$ cat config.mk
export PLATFORM = sky130hd
export DESIGN_NAME = fft_padding_size_flat
export DESIGN_NICKNAME = d
export VERILOG_FILES = /design/src/design/fps_pkg.sv /design/src/design/fps_in_if.sv /design/src/design/fps_out_if.sv /design/src/design/fft_padding_size.sv /design/src/design/fps_ctrl.sv /design/src/design/fps_dp.sv /design/src/flat_wrapper.sv
export SDC_FILE = /design/constraint.sdc
export NUM_CORES = 1
export LEC_CHECK = 0
export BUFFER_PORTS_ARGS = -buffer_cell sky130_fd_sc_hd__buf_2
export CAP_MARGIN = 10
export CORE_ASPECT_RATIO = 0.75
export CORE_UTILIZATION = 63
export DETAILED_ROUTE_END_ITERATION = 16
export GPL_TIMING_DRIVEN = 0
export PLACE_DENSITY = 0.9
export RECOVER_POWER = 50
export SETUP_SLACK_MARGIN = 0.3
export SYNTH_ARGS = -nofsm -noshare
export SYNTH_HDL_FRONTEND = slang
export SYNTH_SLANG_ARGS = --single-unit
export TNS_END_PERCENT = 20
$ cat constraint.sdc
create_clock -name clk -period 7.3 [get_ports clk]
set_input_delay 1.095 -clock clk [delete_from_list [all_inputs] [get_ports clk]]
set_output_delay 1.095 -clock clk [all_outputs]
set_load 0.1 [all_outputs]
$ cat src/design/fps_pkg.sv
package fps_pkg;

  // fixed point format of the padding fraction
  localparam int unsigned FRAC_BITS  = 16;
  localparam int unsigned FRAC_WIDTH = 18;
  localparam logic [FRAC_WIDTH-1:0] FRAC_ONE = 18'd65536;
  localparam logic [FRAC_WIDTH-1:0] FRAC_MAX = 18'd131072;
  localparam logic [FRAC_BITS-1:0]  CEIL_BIAS = 16'hffff;

  // controller states
  typedef enum logic [3:0] {
    S_IDLE,
    S_MUL,
    S_CEIL,
    S_POW2,
    S_P3CHK,
    S_P5CHK,
    S_P7CHK,
    S_SHIFT,
    S_DONE
  } state_t;

  // datapath operations, one per cycle
  typedef enum logic [3:0] {
    OP_NONE,
    OP_LOAD,
    OP_MUL,
    OP_CEIL,
    OP_DOUBLE_BEST,
    OP_P5_INIT,
    OP_P3_STEP,
    OP_P7_INIT,
    OP_P5_STEP,
    OP_V_INIT,
    OP_V_SHIFT,
    OP_V_TAKE
  } dp_op_t;

  typedef struct packed {
    dp_op_t op;
    logic   out_load;
  } dp_cmd_t;

  typedef struct packed {
    logic best_lt_least;
    logic p3_lt_best;
    logic p5_lt_best;
    logic p7_lt_best;
    logic v_lt_least;
    logic out_free;
  } dp_status_t;

endpackage

$ cat src/design/fps_in_if.sv
interface fps_in_if #(
  parameter int unsigned LENGTH_BITS = 16
);
  logic                                  valid;
  logic                                  ready;
  logic [LENGTH_BITS-1:0]                grid_length;
  logic [fps_pkg::FRAC_WIDTH-1:0]        pad_fraction;

  modport source (output valid, output grid_length, output pad_fraction, input ready);
  modport sink   (input valid, input grid_length, input pad_fraction, output ready);
  modport mon    (input valid, input grid_length, input pad_fraction, input ready);
endinterface

$ cat src/design/fps_out_if.sv
interface fps_out_if #(
  parameter int unsigned LENGTH_BITS = 16
);
  logic                   valid;
  logic                   ready;
  logic [LENGTH_BITS+1:0] least_length;
  logic [LENGTH_BITS+2:0] padded_length;

  modport source (output valid, output least_length, output padded_length, input ready);
  modport sink   (input valid, input least_length, input padded_length, output ready);
  modport mon    (input valid, input least_length, input padded_length, input ready);
endinterface

$ cat src/design/fft_padding_size.sv
// fft_padding_size: padded FFT length for one grid axis
//
// input channel in_ch carries grid_length and pad_fraction (unsigned, 16
// fractional bits, values above 2.0 saturate to 2.0); output channel out_ch
// carries least_length = ceil(grid_length * (1 + fraction)) and
// padded_length, the smallest number at or above it with no prime factor
// other than 2, 3, 5 and 7
//
// one item at a time: a shift/compare datapath walks every product
// 3^a * 5^b * 7^c below the current best and doubles it up to the target,
// one step per cycle; after acceptance the controller loads the inputs,
// multiplies, takes the ceiling, then takes one step per doubling of the
// power-of-two start and one per product check, candidate shift and
// candidate take; a zero length needs no doubling and a single check
//
// in_ch.ready is high only while the controller is idle and out of reset;
// the output register lets the next item be taken while a result still
// waits, and a finished result is held in the controller until out_ch is free
// reset (synchronous) returns the controller to idle and drops out_ch.valid
module fft_padding_size #(
  parameter int unsigned LENGTH_BITS = 16
) (
  input  logic       clk,
  input  logic       rst,
  fps_in_if.sink     in_ch,
  fps_out_if.source  out_ch
);

  fps_pkg::dp_cmd_t    cmd;
  fps_pkg::dp_status_t status;
  logic                in_ready;

  // sequencing of the search
  fps_ctrl u_ctrl (
    .clk      (clk),
    .rst      (rst),
    .in_valid (in_ch.valid),
    .in_ready (in_ready),
    .status   (status),
    .cmd      (cmd)
  );

  assign in_ch.ready = in_ready;

  // multiply, ceiling, and the smooth number search registers
  fps_dp #(
    .LENGTH_BITS (LENGTH_BITS)
  ) u_dp (
    .clk          (clk),
    .rst          (rst),
    .grid_length  (in_ch.grid_length),
    .pad_fraction (in_ch.pad_fraction),
    .cmd          (cmd),
    .status       (status),
    .out_ch       (out_ch)
  );

endmodule

$ cat src/design/fps_ctrl.sv
module fps_ctrl (
  input  logic                 clk,
  input  logic                 rst,
  input  logic                 in_valid,
  output logic                 in_ready,
  input  fps_pkg::dp_status_t  status,
  output fps_pkg::dp_cmd_t     cmd
);

  fps_pkg::state_t state;
  fps_pkg::state_t state_next;

  always_ff @(posedge clk) begin
    if (rst) begin
      state <= fps_pkg::S_IDLE;
    end else begin
      state <= state_next;
    end
  end

  always_comb begin
    state_next   = state;
    in_ready     = 1'b0;
    cmd.op       = fps_pkg::OP_NONE;
    cmd.out_load = 1'b0;
    case (state)
      fps_pkg::S_IDLE: begin
        // nothing is taken while reset is held
        in_ready = !rst;
        if (in_valid && !rst) begin
          cmd.op     = fps_pkg::OP_LOAD;
          state_next = fps_pkg::S_MUL;
        end
      end
      fps_pkg::S_MUL: begin
        cmd.op     = fps_pkg::OP_MUL;
        state_next = fps_pkg::S_CEIL;
      end
      fps_pkg::S_CEIL: begin
        cmd.op     = fps_pkg::OP_CEIL;
        state_next = fps_pkg::S_POW2;
      end
      fps_pkg::S_POW2: begin
        if (status.best_lt_least) begin
          cmd.op = fps_pkg::OP_DOUBLE_BEST;
        end else begin
          state_next = fps_pkg::S_P3CHK;
        end
      end
      fps_pkg::S_P3CHK: begin
        if (status.p3_lt_best) begin
          cmd.op     = fps_pkg::OP_P5_INIT;
          state_next = fps_pkg::S_P5CHK;
        end else begin
          state_next = fps_pkg::S_DONE;
        end
      end
      fps_pkg::S_P5CHK: begin
        if (status.p5_lt_best) begin
          cmd.op     = fps_pkg::OP_P7_INIT;
          state_next = fps_pkg::S_P7CHK;
        end else begin
          cmd.op     = fps_pkg::OP_P3_STEP;
          state_next = fps_pkg::S_P3CHK;
        end
      end
      fps_pkg::S_P7CHK: begin
        if (status.p7_lt_best) begin
          cmd.op     = fps_pkg::OP_V_INIT;
          state_next = fps_pkg::S_SHIFT;
        end else begin
          cmd.op     = fps_pkg::OP_P5_STEP;
          state_next = fps_pkg::S_P5CHK;
        end
      end
      fps_pkg::S_SHIFT: begin
        if (status.v_lt_least) begin
          cmd.op = fps_pkg::OP_V_SHIFT;
        end else begin
          cmd.op     = fps_pkg::OP_V_TAKE;
          state_next = fps_pkg::S_P7CHK;
        end
      end
      fps_pkg::S_DONE: begin
        if (status.out_free) begin
          cmd.out_load = 1'b1;
          state_next   = fps_pkg::S_IDLE;
        end
      end
      default: begin
        state_next = fps_pkg::S_IDLE;
      end
    endcase
  end

endmodule

$ cat src/design/fps_dp.sv
module fps_dp #(
  parameter int unsigned LENGTH_BITS = 16
) (
  input  logic                                clk,
  input  logic                                rst,
  input  logic [LENGTH_BITS-1:0]              grid_length,
  input  logic [fps_pkg::FRAC_WIDTH-1:0]      pad_fraction,
  input  fps_pkg::dp_cmd_t                    cmd,
  output fps_pkg::dp_status_t                 status,
  fps_out_if.source                           out_ch
);

  localparam int unsigned NUM_W   = LENGTH_BITS + fps_pkg::FRAC_WIDTH;
  localparam int unsigned LEAST_W = LENGTH_BITS + 2;
  localparam int unsigned BEST_W  = LENGTH_BITS + 3;
  // products of 3, 5, 7 stay below 7 * 2^(LENGTH_BITS+2)
  localparam int unsigned PW      = LENGTH_BITS + 5;

  logic [LENGTH_BITS-1:0]          len;
  logic [fps_pkg::FRAC_WIDTH-1:0]  scale;
  logic [NUM_W-1:0]                num;
  logic [LEAST_W-1:0]              least;
  logic [BEST_W-1:0]               best;
  logic [PW-1:0]                   p3;
  logic [PW-1:0]                   p5;
  logic [PW-1:0]                   p7;
  logic [PW-1:0]                   v;
  logic                            out_valid;
  logic [LEAST_W-1:0]              least_out;
  logic [BEST_W-1:0]               padded_out;

  logic [fps_pkg::FRAC_WIDTH-1:0]  frac_sat;
  logic [NUM_W-1:0]                num_biased;
  logic [PW-1:0]                   best_ext;
  logic [PW-1:0]                   least_ext;

  assign frac_sat   = (pad_fraction > fps_pkg::FRAC_MAX) ? fps_pkg::FRAC_MAX : pad_fraction;
  assign num_biased = num + NUM_W'(fps_pkg::CEIL_BIAS);
  assign best_ext   = PW'(best);
  assign least_ext  = PW'(least);

  assign status.best_lt_least = PW'(best) < least_ext;
  assign status.p3_lt_best    = p3 < best_ext;
  assign status.p5_lt_best    = p5 < best_ext;
  assign status.p7_lt_best    = p7 < best_ext;
  assign status.v_lt_least    = v < least_ext;
  assign status.out_free      = !out_valid || out_ch.ready;

  always_ff @(posedge clk) begin
    case (cmd.op)
      fps_pkg::OP_LOAD: begin
        len   <= grid_length;
        scale <= frac_sat + fps_pkg::FRAC_ONE;
      end
      fps_pkg::OP_MUL: begin
        num <= NUM_W'(len) * NUM_W'(scale);
      end
      fps_pkg::OP_CEIL: begin
        least <= num_biased[fps_pkg::FRAC_BITS +: LEAST_W];
        best  <= BEST_W'(1);
        p3    <= PW'(1);
      end
      fps_pkg::OP_DOUBLE_BEST: begin
        best <= {best[BEST_W-2:0], 1'b0};
      end
      fps_pkg::OP_P5_INIT: begin
        p5 <= p3;
      end
      fps_pkg::OP_P3_STEP: begin
        p3 <= {p3[PW-2:0], 1'b0} + p3;
      end
      fps_pkg::OP_P7_INIT: begin
        p7 <= p5;
      end
      fps_pkg::OP_P5_STEP: begin
        p5 <= {p5[PW-3:0], 2'b00} + p5;
      end
      fps_pkg::OP_V_INIT: begin
        v <= p7;
      end
      fps_pkg::OP_V_SHIFT: begin
        v <= {v[PW-2:0], 1'b0};
      end
      fps_pkg::OP_V_TAKE: begin
        if (v < best_ext) begin
          best <= v[BEST_W-1:0];
        end
        p7 <= {p7[PW-4:0], 3'b000} - p7;
      end
      default: begin
      end
    endcase
  end

  // output register
  always_ff @(posedge clk) begin
    if (rst) begin
      out_valid <= 1'b0;
    end else if (cmd.out_load) begin
      out_valid <= 1'b1;
    end else if (out_ch.ready) begin
      out_valid <= 1'b0;
    end
  end

  always_ff @(posedge clk) begin
    if (cmd.out_load) begin
      least_out  <= least;
      padded_out <= best;
    end
  end

  assign out_ch.valid         = out_valid;
  assign out_ch.least_length  = least_out;
  assign out_ch.padded_length = padded_out;

endmodule

$ cat src/flat_wrapper.sv
// flat-port wrapper written by rule: the top's interface ports become plain ports
module fft_padding_size_flat 
#(
  parameter int unsigned LENGTH_BITS = 16
)
  (clk, rst, in_ch_valid, in_ch_grid_length, in_ch_pad_fraction, in_ch_ready, out_ch_valid, out_ch_least_length, out_ch_padded_length, out_ch_ready);
  fps_in_if #(.LENGTH_BITS(LENGTH_BITS)) in_ch_i ();
  fps_out_if #(.LENGTH_BITS(LENGTH_BITS)) out_ch_i ();
  input  logic clk;
  input  logic rst;
  input wire logic [$bits(in_ch_i.valid)-1:0] in_ch_valid;
  input wire logic [$bits(in_ch_i.grid_length)-1:0] in_ch_grid_length;
  input wire logic [$bits(in_ch_i.pad_fraction)-1:0] in_ch_pad_fraction;
  output wire logic [$bits(in_ch_i.ready)-1:0] in_ch_ready;
  output wire logic [$bits(out_ch_i.valid)-1:0] out_ch_valid;
  output wire logic [$bits(out_ch_i.least_length)-1:0] out_ch_least_length;
  output wire logic [$bits(out_ch_i.padded_length)-1:0] out_ch_padded_length;
  input wire logic [$bits(out_ch_i.ready)-1:0] out_ch_ready;
  assign in_ch_i.valid = in_ch_valid;
  assign in_ch_i.grid_length = in_ch_grid_length;
  assign in_ch_i.pad_fraction = in_ch_pad_fraction;
  assign in_ch_ready = in_ch_i.ready;
  assign out_ch_valid = out_ch_i.valid;
  assign out_ch_least_length = out_ch_i.least_length;
  assign out_ch_padded_length = out_ch_i.padded_length;
  assign out_ch_i.ready = out_ch_ready;
  fft_padding_size #(.LENGTH_BITS(LENGTH_BITS)) u_core (.clk(clk), .rst(rst), .in_ch(in_ch_i), .out_ch(out_ch_i));
endmodule
==> Flow_metrics.wiki, run 1 <==
{| class="wikitable"
! Metric !! Value
|-
| Cell total after placement || 2805
|-
| Library cell with the highest instance count after synthesis || inv_1
|-
| Number of port buffers || 76
|-
| Number of distinct library cells after synthesis || 66
|-
| Reg-to-reg critical path startpoint || u_core.u_dp.scale[12]
|-
| Number of synthesized register bits || 228
|-
| Worst Setup End Kind || flop
|-
| Residual DRC count || 0
|-
| Share of flip-flops with an asynchronous set or reset || 0%
|-
| Crit path launch || u_core.u_dp.scale[12]
|-
| Signal arrival time at the worst endpoint || 7270 ps
|-
| WS Path Type || flop to flop
|-
| Post-Synthesis Net Count || 2786
|-
| Largest net degree at the start of global routing || 38
|-
| Via-to-Cell Ratio || 6.177
|-
| CP Cell Sequence || clkbuf_4 > nand2_1 > fa_1 > inv_1 > fa_1 > fa_1 > fa_1 > fa_1 > inv_1 > fa_1 > inv_1 > ha_1 > and3_1 > a21oi_1 > o21ai_0 > a2111oi_2 > nor2_1 > o31a_1 > a221oi_2 > xnor2_1
|-
| Core ar. || 35880 um^2
|-
| Number of failing setup endpoints in the final timing report || 0
|-
| Footprint of the multi-input gates || 14680 um^2
|-
| Layout overhead on the synthesized area || 9.428%
|-
| Share of the synthesized area in the top cell type || 29.17%
|-
| Worst Hold Class || flop to flop
|-
| I/O pin count || 77
|-
| Vias in the first global route || 18090
|-
| Setup TNS || 0 ps
|-
| GP Congestion || 0.9965
|-
| Number of vias in the routed layout || 17820
|-
| Count of clock tree sinks || 228
|-
| Die Ht || 167.3 um
|-
| Highest attainable clock frequency || 143.8 MHz
|-
| Run status || finished, violations left
|-
| Number of nets in the layout || 2931
|-
| Cts bufs inserted || 26
|-
| Clock Pin Slew Worst Setup and Hold Paths || 70 ps
|-
| RSZ-0062 raised after global routing || true
|-
| Router iterations before antenna repair || 6
|-
| Die span in x || 222.4 um
|-
| Iteration-0 DRC Markers || 1853
|-
| Number of enable flip-flop cells after synthesis || 223
|-
| Area of the die || 37220 um^2
|-
| Leftover overflow at the end of global routing || 0
|-
| HPWL after DPL || 45870 um
|-
| Worst Hold Launch || u_core.u_dp.least[2]
|-
| Row count || 60
|-
| Cell with the largest stage delay on the worst path || edfxtp_1
|-
| Routed len/inst || 20.40 um
|-
| Initial cell density of the core || 63.98%
|-
| Clock network latency to the later pin of the worst-skew pair || 570 ps
|-
| Clock period minus final worst setup slack || 6956 ps
|-
| Final design instance area without fill || 25120 um^2
|-
| Average cell area after synthesis || 10.17 um^2
|-
| Core utilization of the finished layout || 70.01%
|-
| Max-cap violation count || 2
|-
| Leading area contributor after synthesis || edfxtp_1
|-
| Count of pins over their slew limit || 73
|-
| Top post-synthesis cells by area || edfxtp_1, fa_1, ha_1
|-
| Peak fanout along the critical path || 10
|-
| GRT Total Usage || 32.25%
|-
| Largest incremental delay on the critical path || 590 ps
|-
| Critical path required time || 7610 ps
|-
| Post-route antenna net violation count || 0
|-
| Clock tree from TritonCTS || yes
|-
| Wire length of the first global-routing pass || 94010 um
|-
| Number of antenna violations at the first check in global routing || 0
|-
| Instance area after placement || 24020 um^2
|-
| Violations in the final reports || capacitance limit, slew limit
|-
| Hold buffer count at CTS || 0
|-
| Number of standard cells in the final layout excluding fillers || 2885
|-
| Fillcell total || 2480
|-
| Top_reg_cell synth || edfxtp_1
|-
| Most repeated library cell on the critical path || fa_1
|-
| Transition at the pin with the smallest max-transition slack || 1817 ps
|-
| Deepest clock path buffer count || 3
|-
| Post-synthesis instance area || 22960 um^2
|-
| H-tree levels || 1
|-
| Share of layout cells above drive strength 1 || 8.392%
|-
| Number of warnings reported in the yosys synthesis log || 0
|-
| Final period utilization || 95.29%
|-
| Gate count after technology mapping || 2258
|-
| Clock Skew || 26.68 ps
|-
| Clock Root Buffer || clkbuf_16
|-
| Minimum setup slack among reg-to-reg paths || 340 ps
|-
| Seq/Total Area, Yosys || 29.60%
|-
| Sequential cell area || 6797 um^2
|-
| Startpoint types || flop
|-
| Hold Vio Cnt, Final || 0
|-
| Final WL || 58850 um
|-
| Most numerous cell types in the synthesized netlist || inv_1, ha_1, nand2_1, fa_1, edfxtp_1
|-
| Relative max-transition margin || -21.16%
|}
==> area by class of cell <==
| cell class | count | area share, % |
|---|---|---|
| inverters | 341 | 5.095 |
| multi-input cells | 1630 | 58.42 |
| diodes | 1 | 0.009960 |
| clock buffers | 29 | 2.634 |
| plain buffers | 59 | 1.235 |
| repair buffers | 117 | 2.500 |
| well taps | 465 | 2.316 |
| flip-flops and latches | 228 | 27.05 |
| clock inverters | 15 | 0.7371 |
==> cell usage in the layout (no fill, tap or decap), drive strengths merged, types with 29 or more instances in the layout <==
cell type    n
inv        344
ha         265
nand2      235
fa         225
edfxtp     223
and2       144
clkbuf     123
nor2       109
a21oi       84
buf         82
o21ai       72
xnor2       50
a21o        40
xor2        34
mux2        33
nor3        33
nand3       29
==> through the flow <==
stage | setup WS [ps] | hold WS, ps
floorplan | 1051 | 426.4
detailed placement | -316.1 | 451.4
global route | 258.1 | 474.2
finish | 344.1 | 467.3
CTS | 256.1 | 465.7
global placement | -154.6 | 439.5
==> state kept, by name, summed over array words and instances (netlist names) <==
register	flops
u_core.u_dp.num	34
u_core.u_dp.v	21
u_core.u_dp.p3	20
u_core.u_dp.p5	20
u_core.u_dp.p7	20
u_core.u_dp.best	19
u_core.u_dp.out_ch.padded_length	19
u_core.u_dp.least	18
u_core.u_dp.out_ch.least_length	18
u_core.u_dp.scale	18
u_core.u_dp.len	16
u_core.u_ctrl.state	4
u_core.u_dp.out_ch.valid	1
==> worst max-delay path, delay by kind of cell (launching register included) <==
| family | cells | cell delay (ps) |
|---|---|---|
| XOR/XNOR | 1 | 100 |
| flip-flops | 1 | 590 |
| adder cells (fa/ha/maj) | 7 | 3510 |
| AND/OR/NAND/NOR | 3 | 560 |
| AO/OA/AOI/OAI | 5 | 1450 |
| buffers and inverters | 4 | 500 |
==> per-layer routing <==
layer  vias to the layer above  wire [um]  GRT usage, %  share of wire, %
met5                         -          0             0                 0
met4                         0       1957         10.64               3.3
met3                       175       6926         7.422                12
met2                      1054      25560         49.99                43
met1                      8625      24410         45.09                41
li1                       7968          -             -                 -
==> logic make-up after synthesis <==
group / after synthesis / synth area share (%)
DFF: 228 / 29.60
and+or+nand+nor: 665 / 14.24
xor gates and xnor gates: 84 / 3.204
buffers and inverters: 400 / 6.578
muxes: 41 / 1.967
adders and majority gates: 490 / 34.06
AOI/OAI and AO/OA: 350 / 10.35
==> path summary, 6_finish.rpt <==
path                                                            to  cells after the start
worst min-delay path            u_core.u_dp.out_ch.least_length[2]                      0
worst max-delay path                           u_core.u_dp.num[32]                     20
worst max register to register                 u_core.u_dp.num[32]                     20
worst min register to register  u_core.u_dp.out_ch.least_length[2]                      0
==> repair_timing <==
item / in CTS / in global routing
endpoints found under the setup margin: 9 / 7
buffers inserted: 4 / 31
pin swaps: 1 / 2
resized for setup: 29 / 53
Power of run 1 is left out: the tool's default activity adds up to more than one toggle a clock period on the data nets, which glitch-free logic cannot reach.
==> inputs of run 2 (changes only) <==
Settings changed: CTS_BUF_LIST from default to sky130_fd_sc_hd__clkbuf_16, HOLD_SLACK_MARGIN from default to 0.15, PLACE_DENSITY 0.9 to default, PLACE_DENSITY_LB_ADDON from default to 0.12.
==> run 2 against run 1 <==
The flow still finishes with violations (capacitance limit, slew limit). Clock skew down 6.8 ps. Count of clock-buffer cells in the layout fell by 2. Die area stayed put. Fmax up 1.9%. Flip-flop and latch count did not move. Worst hold slack lost 16 ps. Utilization decreased by 0.059 points. First-iteration DRC count shrank 25%. Setup slack gained 130 ps. Register-to-register slack better by 130 ps. Cell count about the same. Global-route usage is 0.47 points lower. Critical path type unchanged. Critical endpoint unchanged. Highest routed layer unchanged.
==> Flow_metrics.wiki, run 2 (same netlist as run 1, synthesis figures left out) <==
{| class="wikitable"
! Metric !! Value
|-
| Largest net degree at the start of global routing || 35 (-7.9%)
|-
| Startpoint types || flop
|-
| Number of nets in the layout || 2930 (-0.034%)
|-
| Clock Root Buffer || clkbuf_16
|-
| Number of failing setup endpoints in the final timing report || 0 (unchanged)
|-
| Transition at the pin with the smallest max-transition slack || 1791 ps (-26.93 ps)
|-
| Max-cap violation count || 2 (unchanged)
|-
| Die span in x || 222.4 um (unchanged)
|-
| Count of pins over their slew limit || 35 (-52%)
|-
| WS Path Type || flop to flop
|-
| Number of antenna violations at the first check in global routing || 1 (+1)
|-
| Violations in the final reports || capacitance limit, slew limit
|-
| Number of standard cells in the final layout excluding fillers || 2887 (+0.069%)
|-
| HPWL after DPL || 46060 um (+0.41%)
|-
| Leftover overflow at the end of global routing || 0 (unchanged)
|-
| Row count || 60 (unchanged)
|-
| Layout overhead on the synthesized area || 9.335% (about the same)
|-
| Vias in the first global route || 17500 (-3.3%)
|-
| Clock period minus final worst setup slack || 6828 ps (-128.3 ps)
|-
| Via-to-Cell Ratio || 5.941 (-3.8%)
|-
| Deepest clock path buffer count || 3 (unchanged)
|-
| Register with the highest flop count || u_core.u_dp.num
|-
| GRT Total Usage || 31.78% (-0.47 points)
|-
| Count of clock tree sinks || 228 (unchanged)
|-
| Run status || finished, violations left
|-
| Final period utilization || 93.53% (-1.8 points)
|-
| I/O pin count || 77 (unchanged)
|-
| Leading cell types in the layout, fill and taps excluded || inv_1, ha_1, nand2_1, fa_1, edfxtp_1
|-
| Minimum setup slack among reg-to-reg paths || 470 ps (+130 ps)
|-
| Wire length of the first global-routing pass || 92100 um (-2.0%)
|-
| Clock Skew || 19.89 ps (-6.786 ps)
|-
| Largest registers || u_core.u_dp.num (34), u_core.u_dp.v (21)
|-
| Number of flip-flops under the largest register name || 34 (unchanged)
|-
| Iteration-0 DRC Markers || 1392 (-25%)
|-
| Final WL || 56920 um (-3.3%)
|-
| Worst Hold Class || flop to flop
|-
| Cts bufs inserted || 26 (unchanged)
|-
| Signal arrival time at the worst endpoint || 7120 ps (-150 ps)
|-
| Highest attainable clock frequency || 146.5 MHz (+1.9%)
|-
| Routed len/inst || 19.72 um (-3.3%)
|-
| Core ar. || 35880 um^2 (unchanged)
|-
| Number of vias in the routed layout || 17150 (-3.8%)
|-
| Clock network latency to the later pin of the worst-skew pair || 560 ps (about the same)
|-
| Worst Setup End Kind || flop
|-
| Cell total after placement || 2805 (unchanged)
|-
| Clock Pin Slew Worst Setup and Hold Paths || 60 ps (about the same)
|-
| GP Congestion || 0.9593 (-3.7%)
|-
| Initial cell density of the core || 63.98% (unchanged)
|-
| Residual DRC count || 0 (unchanged)
|-
| Die Ht || 167.3 um (unchanged)
|-
| Critical path required time || 7590 ps (-20 ps)
|-
| Share of layout cells above drive strength 1 || 8.182% (-0.21 points)
|-
| Clock tree from TritonCTS || yes
|-
| Router iterations before antenna repair || 6 (unchanged)
|-
| Area of the die || 37220 um^2 (unchanged)
|-
| RSZ-0062 raised after global routing || true
|-
| H-tree levels || 1 (unchanged)
|-
| Post-route antenna net violation count || 0 (unchanged)
|-
| Most common cell after layout, fill and taps aside || inv_1
|-
| Hold Vio Cnt, Final || 0 (unchanged)
|-
| Relative max-transition margin || -19.37% (+1.8 points)
|-
| Peak fanout along the critical path || 10 (unchanged)
|-
| Number of port buffers || 76 (unchanged)
|}
run 2: layout make-up:
class | instances | area (um^2)
antenna | 2 | 5.005
buffer | 59 | 314.1
clock buffer | 27 | 675.6
clock inverter | 19 | 148.9
fill | 2757 | 10780
inverter | 341 | 1280
multi-input combinational | 1630 | 14670
sequential | 228 | 6797
tap | 465 | 581.8
timing repair buffer | 116 | 626.9
run 2: worst max-delay path, stage by stage, from the launching register on:
cell	delay [ps]
edfxtp_1	550
clkbuf_2	350
nand2_1	120
fa_1	510
fa_1	500
inv_1	60
fa_1	520
fa_1	550
fa_1	490
ha_1	330
ha_1	430
a21oi_1	250
o21ai_0	220
or2_2	360
a2111oi_2	450
nor2_2	150
o31a_1	320
a221oi_2	300
xnor2_1	110
run 2: timing repair:
| action | in CTS | in global routing |
|---|---|---|
| pin swaps | 0 | 2 |
| hold endpoints to repair | 0 | 0 |
| setup buffers | 2 | 31 |
| gates cloned | 0 | 0 |
| gates resized for setup | 32 | 53 |
| hold buffers | 0 | 0 |
| setup endpoints to repair | 8 | 5 |
run 2: per-stage QoR:
stage / instance area, um^2 / util, % / worst slack [ps] / hold WS (ps) / TNS, ps
detailed placement: 24030 / 66.95 / -319.7 / 438.6 / -789.0
global placement: 23920 / 66.66 / -246.2 / 437.8 / -366.0
finish: 25100 / 69.95 / 472.4 / 450.9 / 0
global route: 25100 / 69.94 / 204.1 / 458.4 / 0
CTS: 24910 / 69.42 / 299.8 / 452.2 / 0
floorplan: 22960 / - / 1051 / 426.4 / 0
run 2: per-layer routing:
metal | GRT usage (%) | part of all wire [%] | vias up
met5 | 0.6452 | 0 | -
met3 | 7.580 | 10 | 79
met1 | 47.37 | 46 | 8414
met2 | 46.84 | 41 | 680
li1 | - | - | 7980
met4 | 7.706 | 2.3 | 0
run 2: final timing paths:
check | start | to | cells after the start
max reg2reg | u_core.u_dp.scale[12] | u_core.u_dp.num[32] | 18
min reg2reg | u_core.u_dp.least[2] | u_core.u_dp.out_ch.least_length[2] | 0
min | u_core.u_dp.least[2] | u_core.u_dp.out_ch.least_length[2] | 0
max | u_core.u_dp.scale[12] | u_core.u_dp.num[32] | 18
Power of run 2 is left out for the same reason.
